--- config.mk ---
export PLATFORM = sky130hd
export DESIGN_NAME = pipeline_data_hazard_detector
export DESIGN_NICKNAME = d
export VERILOG_FILES = /design/src/rtl/hdd_pkg.sv /design/src/rtl/hdd_check.sv /design/src/rtl/pipeline_data_hazard_detector.sv
export SDC_FILE = /design/constraint.sdc
export NUM_CORES = 1
export LEC_CHECK = 0
export BUFFER_PORTS_ARGS = -buffer_cell sky130_fd_sc_hd__buf_2
export CORE_MARGIN = 2
export CORE_UTILIZATION = 51
export CTS_CLUSTER_DIAMETER = 80
export DETAILED_ROUTE_END_ITERATION = 7
export HOLD_SLACK_MARGIN = 0.03
export PLACE_DENSITY = 0.86
export SETUP_SLACK_MARGIN = 0.05
export SLEW_MARGIN = 20
export SYNTH_ARGS = -nofsm -noshare
export SYNTH_HDL_FRONTEND = slang
export SYNTH_HIERARCHICAL = 1
export SYNTH_SLANG_ARGS = --single-unit
--- constraint.sdc ---
create_clock -name aclk -period 2.15 [get_ports aclk]
set_clock_uncertainty 0.15 [all_clocks]
set_input_delay 0 -clock aclk [delete_from_list [all_inputs] [get_ports aclk]]
set_output_delay 0 -clock aclk [all_outputs]
set_load 0.05 [all_outputs]
--- src/rtl/hdd_pkg.sv ---
`timescale 1ns / 1ps

package hdd_pkg;

    localparam logic [2:0] CLS_R     = 3'd0;
    localparam logic [2:0] CLS_LDST  = 3'd1;
    localparam logic [2:0] CLS_BRIMM = 3'd2;

    typedef struct packed {
        logic       sequence_start;
        logic [2:0] instr_class;
        logic       is_load_word;
        logic       is_move_from_hilo;
        logic       shift_has_amount;
        logic [4:0] reg_first;
        logic [4:0] reg_second;
        logic [4:0] reg_third;
    } item_t;

    typedef struct packed {
        logic       prev1_valid;
        logic [2:0] prev1_class;
        logic       prev1_is_load;
        logic [4:0] prev1_reg;
        logic       prev2_valid;
        logic [2:0] prev2_class;
        logic [4:0] prev2_reg;
        logic       sticky_load_use;
        logic       sticky_nofwd;
    } hist_t;

    typedef struct packed {
        logic any_nofwd_seen;
        logic any_load_use_seen;
        logic nofwd_hazard_far;
        logic nofwd_hazard_near;
        logic load_use_hazard;
    } result_t;

endpackage

--- src/rtl/hdd_check.sv ---
`timescale 1ns / 1ps

module hdd_check (
    input  hdd_pkg::item_t   item,
    input  hdd_pkg::hist_t   hist,
    output hdd_pkg::result_t result,
    output hdd_pkg::hist_t   hist_next
);

    function automatic logic reads_reg(input hdd_pkg::item_t it, input logic [4:0] w);
        logic hit;
        begin
            hit = 1'b0;
            case (it.instr_class)
                hdd_pkg::CLS_R: begin
                    hit = !it.is_move_from_hilo &&
                          ((it.reg_second == w) || (!it.shift_has_amount && it.reg_third == w));
                end
                hdd_pkg::CLS_LDST: begin
                    hit = (it.reg_second == w);
                end
                hdd_pkg::CLS_BRIMM: begin
                    hit = (it.reg_first == w) || (it.reg_second == w);
                end
                default: begin
                    hit = 1'b0;
                end
            endcase
            return hit;
        end
    endfunction

    hdd_pkg::hist_t h;
    logic           lu;
    logic           near_hit;
    logic           far_hit;

    always_comb begin
        h = hist;
        // a new sequence forgets history and sticky flags before checking
        if (item.sequence_start) begin
            h.prev1_valid     = 1'b0;
            h.prev2_valid     = 1'b0;
            h.sticky_load_use = 1'b0;
            h.sticky_nofwd    = 1'b0;
        end

        lu       = h.prev1_valid && h.prev1_is_load && reads_reg(item, h.prev1_reg);
        near_hit = h.prev1_valid && (h.prev1_class == hdd_pkg::CLS_R) &&
                   reads_reg(item, h.prev1_reg);
        far_hit  = h.prev2_valid && (h.prev2_class == hdd_pkg::CLS_R) &&
                   reads_reg(item, h.prev2_reg);

        hist_next.sticky_load_use = h.sticky_load_use || lu;
        hist_next.sticky_nofwd    = h.sticky_nofwd || near_hit || far_hit;
        hist_next.prev2_valid     = h.prev1_valid;
        hist_next.prev2_class     = h.prev1_class;
        hist_next.prev2_reg       = h.prev1_reg;
        hist_next.prev1_valid     = 1'b1;
        hist_next.prev1_class     = item.instr_class;
        hist_next.prev1_is_load   = item.is_load_word;
        hist_next.prev1_reg       = item.reg_first;

        result.load_use_hazard   = lu;
        result.nofwd_hazard_near = near_hit;
        result.nofwd_hazard_far  = far_hit;
        result.any_load_use_seen = hist_next.sticky_load_use;
        result.any_nofwd_seen    = hist_next.sticky_nofwd;
    end

endmodule

--- src/rtl/pipeline_data_hazard_detector.sv ---
`timescale 1ns / 1ps

// Data hazard detector for a five-stage pipeline.
// The s_axis channel carries one decoded instruction per word; the m_axis
// channel returns one word of hazard flags for every instruction, in order.
// The block remembers the class and first register of the two previous
// instructions, the load flag of the previous one, and two sticky flags;
// a word with sequence_start set clears that history before it is checked.
// Path: a word accepted on s_axis is registered, checked against the
// history, and its flags are registered again and presented on m_axis.
// Throughput: one word per cycle while m_axis_tready is high, set by the
// single compare stage that checks the registered word against the two
// history entries.
// Reset: aresetn low clears both stage valids, the history and the sticky
// flags; s_axis_tready is high again in the first cycle after reset.
// Stall: while m_axis_tready is low the result word holds; the input
// register takes at most one more word, after which s_axis_tready drops.
module pipeline_data_hazard_detector (
    input  logic        aclk,
    input  logic        aresetn,
    input  logic        s_axis_tvalid,
    output logic        s_axis_tready,
    // sequence_start, reg_first, reg_second, reg_third
    input  logic [15:0] s_axis_tdata,
    // instr_class, is_load_word, is_move_from_hilo, shift_has_amount
    input  logic [5:0]  s_axis_tuser,
    output logic        m_axis_tvalid,
    input  logic        m_axis_tready,
    // load_use_hazard, nofwd_hazard_near, nofwd_hazard_far,
    // any_load_use_seen, any_nofwd_seen, 3 bits zero
    output logic [7:0]  m_axis_tdata
);

    logic             in_valid_reg;
    hdd_pkg::item_t   in_item_reg;
    logic             out_valid_reg;
    hdd_pkg::result_t out_result_reg;
    hdd_pkg::hist_t   hist_reg;
    hdd_pkg::hist_t   hist_next;
    hdd_pkg::result_t result_next;
    hdd_pkg::item_t   s_item;
    logic             out_advance;
    logic             in_advance;

    assign out_advance   = !out_valid_reg || m_axis_tready;
    assign in_advance    = !in_valid_reg || out_advance;
    assign s_axis_tready = in_advance;

    always_comb begin
        s_item.sequence_start    = s_axis_tdata[0];
        s_item.reg_first         = s_axis_tdata[5:1];
        s_item.reg_second        = s_axis_tdata[10:6];
        s_item.reg_third         = s_axis_tdata[15:11];
        s_item.instr_class       = s_axis_tuser[2:0];
        s_item.is_load_word      = s_axis_tuser[3];
        s_item.is_move_from_hilo = s_axis_tuser[4];
        s_item.shift_has_amount  = s_axis_tuser[5];
    end

    hdd_check u_check (
        .item      (in_item_reg),
        .hist      (hist_reg),
        .result    (result_next),
        .hist_next (hist_next)
    );

    always_ff @(posedge aclk) begin
        if (!aresetn) begin
            in_valid_reg  <= 1'b0;
            out_valid_reg <= 1'b0;
            hist_reg      <= '0;
        end else begin
            if (in_advance) begin
                in_valid_reg <= s_axis_tvalid;
            end
            if (out_advance) begin
                out_valid_reg <= in_valid_reg;
                if (in_valid_reg) begin
                    hist_reg <= hist_next;
                end
            end
        end
    end

    always_ff @(posedge aclk) begin
        if (in_advance && s_axis_tvalid) begin
            in_item_reg <= s_item;
        end
        if (out_advance && in_valid_reg) begin
            out_result_reg <= result_next;
        end
    end

    assign m_axis_tvalid = out_valid_reg;
    assign m_axis_tdata  = {3'b000, out_result_reg};

endmodule

# Word level (Yosys, flattened, before mapping)
# Index checks and enable logic that the tools add are counted.
[op_classes]
n_eq_ne = 8
n_mux = 5
n_reduce_logical = 29
[ops]
columns = ["op", "n"]
rows = [
  ["$eq 5x5->1", 6],
  ["$logic_and 1x1->1", 12],
  ["$logic_not 3->1", 3],
  ["$logic_or 1x1->1", 9],
  ["$pmux 1 s3", 2],
  ["$logic_not 1->1", 4],
  ["$eq 3x1->1 const B", 1],
  ["$eq 3x2->1 const B", 1],
  ["$mux 1", 2],
  ["$mux 2", 1],
  ["$reduce_and 2->1", 1],
]
[totals]
ff_bits = 50
input_bits = 26
output_inout_bits = 10

# Logic depth before layout (Yosys ltp)
[logic_depth]
ltp_word = 8
depth_mapped = 7
mapped_depth_nobuf = 7

# By module
# Netlist, hierarchy kept.
[modules_own_cells]
columns = ["mod", "instances", "cells_per_inst", "area_per_inst_um2", "seq_area_each_um2"]
rows = [
  ["pipeline_data_hazard_detector", 1, 132, 1790.5, 1271.2],
  ["hdd_check", 1, 92, 651.9, 0.0],
]

# Least setup slack after synthesis
# Ideal clock, no wire load.
[synth_path]
path_type = "register to register"
from = "register out_valid_reg, in the netlist m_axis_tvalid"
to = "register in_item_reg[0] (netlist name) (enable)"
setup_ns = 0.381
arrival_time_ns = 1.691
t_required_ns = 1.619
slack_ns = -0.072
stages_incl_launch_ff = 4
n_path_buf = 0
path_cell_list = "dfxtp_1 nor2b_4 nand2_1 and2_1"
[synth_between]
elab_chain_cells = 4
[synth_rtl]
columns = ["item", "line", "source"]
rows = [
  ["start: declaration", "pipeline_data_hazard_detector.sv:36", "logic out_valid_reg;"],
  ["start signal: assignment", "pipeline_data_hazard_detector.sv:77", "out_valid_reg <= in_valid_reg;"],
  ["$logic_not 1->1", "pipeline_data_hazard_detector.sv:45", "assign out_advance = !out_valid_reg || m_axis_tready;"],
  ["$logic_or 1x1->1", "pipeline_data_hazard_detector.sv:45", ""],
  ["$logic_or 1x1->1", "pipeline_data_hazard_detector.sv:46", "assign in_advance = !in_valid_reg || out_advance;"],
  ["via s_axis_tready", "pipeline_data_hazard_detector.sv:22", "output logic s_axis_tready,"],
  ["$logic_and 1x1->1", "pipeline_data_hazard_detector.sv:86", "if (in_advance && s_axis_tvalid) begin"],
  ["end signal: assignment", "pipeline_data_hazard_detector.sv:87", "in_item_reg <= s_item;"],
  ["end: declaration", "pipeline_data_hazard_detector.sv:35", "hdd_pkg::item_t in_item_reg;"],
]
# The timed path passes the listed nets, and every way through them passes these cells.
# A chain may end at the register's enable or synchronous reset.

==> impl_table.tex <==
\begin{tabular}{lr}
\hline
Metric & Value \\
\hline
\multicolumn{2}{l}{\textbf{Synth}} \\
\quad Netlist Area Pre-Place & about 2400 sq um \\
\quad Most frequently used flop master after synthesis & edfxtp\_1 \\
\quad Number of warnings reported in the yosys synthesis log & 6 \\
\quad Sequential fraction of the synthesis area & a little over half \\
\quad Unique masters post-synth & 34 \\
\quad Proportion of synthesized flip-flops having asynchronous set or reset & 0\% \\
\quad \#FFs+latches synth & 50 \\
\quad Synthesized netlist cell count & approximately 220 \\
\quad Fraction of post-synthesis cell area in the top cell type by area & 33.2\% \\
\quad Most area-consuming cells after synthesis & edfxtp\_1, dfxtp\_1, mux2i\_1, buf\_4, xnor2\_1 \\
\quad Largest area contributor in the synthesized netlist & edfxtp\_1 \\
\quad Mean instance size in the synthesized netlist & between 10 and 15 sq um \\
\quad EDFF count, synth & 27 \\
\multicolumn{2}{l}{\textbf{Route}} \\
\quad Via count & around 1600 \\
\quad Post-detailed-route count of antenna-violating nets & 0 \\
\quad Post-detailed-route wirelength per cell & roughly 13 um \\
\quad Via density & just under 5 \\
\quad First-iteration detailed-routing DRC count & slightly below 90 \\
\quad Total routed wirelength & $\sim$4200 um \\
\quad Router iterations before antenna repair & 4 \\
\quad Total DRC errors in the routed layout & 0 \\
\multicolumn{2}{l}{\textbf{Worst setup path}} \\
\quad Capture instance of the worst register-to-register path & hist\_reg[0]\$\_SDFFE\_PN0P\_ \\
\quad Critical path cell sequence & buf\_4 -> nor3b\_1 -> nand4\_1 -> nor3\_1 -> nor3\_1 -> o21ai\_0 -> nand2\_1 -> mux2i\_1 \\
\quad Critical path's slowest cell & edfxtp\_1 \\
\quad RR Startpoint & in\_item\_reg[18]\$\_DFFE\_PP\_ \\
\quad Critical Path AT & 2.18 ns \\
\quad Cell type with the highest occurrence count on the critical path & nor3\_1 \\
\quad Type of the setup path with the least slack & reg2reg \\
\quad Data required, critical path & 2.23 ns \\
\quad Crit path capture type & register \\
\quad R2R Setup Slk & between 0.05 and 0.06 ns \\
\quad Kind of start point of the critical path & register \\
\quad Critical path launch point & in\_item\_reg[18]\$\_DFFE\_PP\_ \\
\quad Crit-path max cell delay & around 0.4 ns \\
\quad Worst-case reg-to-reg path depth & 8 \\
\quad Maximum fanout along the worst path & 3 \\
\multicolumn{2}{l}{\textbf{Timing}} \\
\quad Transition time of the tightest slew-check pin & around 0.72 ns \\
\quad Worst relative slew slack & between 50 and 60\% \\
\quad Post-layout min period & approximately 2.1 ns \\
\quad Final Hold Violating Endpoints & 0 \\
\quad Fmax achieved & around 0.48 GHz \\
\quad Minimum hold slack & about 0.12 ns \\
\quad RSZ-0062 raised after global routing & true \\
\quad Share of the clock period used by the worst path after layout & a little over nine tenths \\
\quad Final count of negative-setup-slack endpoints & 0 \\
\quad Total count of max-transition violations in the final report & 0 \\
\multicolumn{2}{l}{\textbf{Cells and area}} \\
\quad Top library cells by usage in the layout, fill and taps aside & nand2\_1, buf\_2, edfxtp\_1, dlygate4sd3\_1, dfxtp\_1 \\
\quad Total number of nets in the final design & around 290 \\
\quad Diode count & 0 \\
\quad Number of flip-flops in the largest register & 22 \\
\quad Area overhead of the layout relative to synthesis & 13.8\% \\
\quad Final cell count without fillers & around 310 \\
\quad Fraction of final layout cells sized beyond drive strength 1 & between 10\% and 20\% \\
\quad Post-Route Utilization & about three fifths \\
\quad Commonest non-fill, non-tap cell in the layout & nand2\_1 \\
\multicolumn{2}{l}{\textbf{Clock tree}} \\
\quad Clock sink count & 50 \\
\quad Clock tree from TritonCTS & done \\
\quad \# H-tree levels & 2 \\
\quad Clock input transition at the sequential cells of the worst setup and hold paths & $\sim$0.080 ns \\
\quad TritonCTS buffer count & 5 \\
\quad Maximum clock insertion buffer count & 2 \\
\quad Worst-skew pair later-pin latency & 0.30 ns \\
\quad Root Buffer Master & clkbuf\_8 \\
\multicolumn{2}{l}{\textbf{Global route}} \\
\quad Via count of the first global-routing pass & roughly 1600 \\
\quad Gr usage total & approximately 17\% \\
\quad Pin count of the biggest net entering global routing & 45 \\
\quad Number of antenna violations at the first check in global routing & 0 \\
\quad Leftover overflow at the end of global routing & 0 \\
\quad Global-route wire length before repair & 6690 um \\
\multicolumn{2}{l}{\textbf{Power}} \\
\quad Worst ir drop on vdd & 0.534 mV \\
\quad Power Dens Cells & 668 nW/um\^{}2 \\
\quad Lkg Pwr & approximately 1.0 nW \\
\multicolumn{2}{l}{\textbf{Worst hold path}} \\
\quad Type of the most critical hold path & in2reg \\
\quad Depth of the worst hold-timing path & 2 \\
\quad HP Start & aresetn \\
\quad Worst hold path endpoint & m\_axis\_tvalid\$\_SDFFE\_PN0P\_ \\
\multicolumn{2}{l}{\textbf{Status}} \\
\quad Run status & complete, no violations \\
\multicolumn{2}{l}{\textbf{Placement}} \\
\quad Detailed placer's ending HPWL & roughly 2700 um \\
\quad Number of placed instances, taps included & between 200 and 300 \\
\quad Number of buffers added on ports & 32 \\
\quad Routability Congestion & 0.959 \\
\multicolumn{2}{l}{\textbf{Floorplanning}} \\
\quad Cell Rows & 25 \\
\quad Die Y-Extent & $\sim$73 um \\
\quad Placeable core region & between 4000 and 5000 sq um \\
\quad Die Wd & 73.2 um \\
\quad Die Outline Area & 5360 sq um \\
\quad Starting density of the core & a little over half \\
\quad IO Pins & 36 \\
\multicolumn{2}{l}{\textbf{Run}} \\
\quad Number of max-capacitance violations reported & 0 \\
\hline
\end{tabular}
## metal layers
layer / wire, um / GRT usage [%]
met1: 1720 / 18.6
met2: 2170 / 29.6
met3: 206 / 5.11
met4: 92 / 8.02
met5: 0 / 0
## critical path, delay by kind of cell, from the launching register on
family	cells	cell delay, ns
simple gates	5	0.93
flops	1	0.41
compound gates	1	0.24
buf+inv	1	0.16
mux	1	0.14
## report_power, final
| group | total [W] | internal [W] | switching, W |
|---|---|---|---|
| registers | 0.00109 | 0.00105 | 0.0000381 |
| logic | 0.000225 | 0.000108 | 0.000117 |
| clock network | 0.000541 | 0.000262 | 0.000279 |
| total | 0.00186 | 0.00142 | 0.000434 |
## how the worst max path moves through the flow
stage	end	slack, ns
2_1_floorplan	in_item_reg[0]$_DFFE_PP_	0.05
3_3_place_gp	m_axis_tdata[3]$_DFFE_PP_	0.14
3_5_place_dp	hist_reg[1]$_SDFFE_PN0P_	0.11
4_1_cts	hist_reg[1]$_SDFFE_PN0P_	0.1
5_1_grt	hist_reg[0]$_SDFFE_PN0P_	-0.13
6_report	hist_reg[0]$_SDFFE_PN0P_	0.05
## cell usage after synthesis (2+ instances only)
master    number
nand2_1       48
edfxtp_1      27
buf_4         26
dfxtp_1       23
mux2i_1       21
xnor2_1       21
xor2_1         9
nand4_1        6
nor2_1         5
nor3_1         5
buf_2          3
a21oi_1        2
buf_12         2
clkbuf_1       2
conb_1         2
inv_1          2
nor2b_1        2
nor4_1         2
## stage by stage
| step | worst slack, ns | TNS, ns | area, sq um | power (W) |
|---|---|---|---|---|
| floorplan | 0.0524 | 0 | 2450 | 0.00128 |
| global placement | 0.145 | 0 | 2420 | 0.00129 |
| detailed placement | 0.114 | 0 | 2420 | 0.00129 |
| CTS | 0.0971 | 0 | 2760 | 0.00186 |
| global route | -0.134 | -0.222 | 2780 | 0.00193 |
| finish | 0.0517 | 0 | 2780 | 0.00186 |
## cell type report
class | instances | area, sq um
sequential | 50 | 1270
tap | 54 | 67.6
fill | 371 | 1880
inverter | 2 | 7.51
clock buffer | 8 | 90.1
multi-input combinational | 140 | 911
timing repair buffer | 60 | 433
## cell families after synthesis
family / share of synthesized area [%]
other: 0.307
and+or+nand+nor: 14.8
muxes: 8.61
AOI/OAI and AO/OA: 2.20
DFF: 52.0
buffers and inverters: 11.3
xor gates and xnor gates: 10.8
## repair_timing
item | 4_1_cts | 5_1_grt
setup endpoints to repair | 0 | 4
resized for setup | 0 | 2
hold buffers | 25 | 0
setup buffers | 0 | 2
endpoints found under the hold margin | 24 | 0
Note: power is estimated with default switching activity, not from simulation.
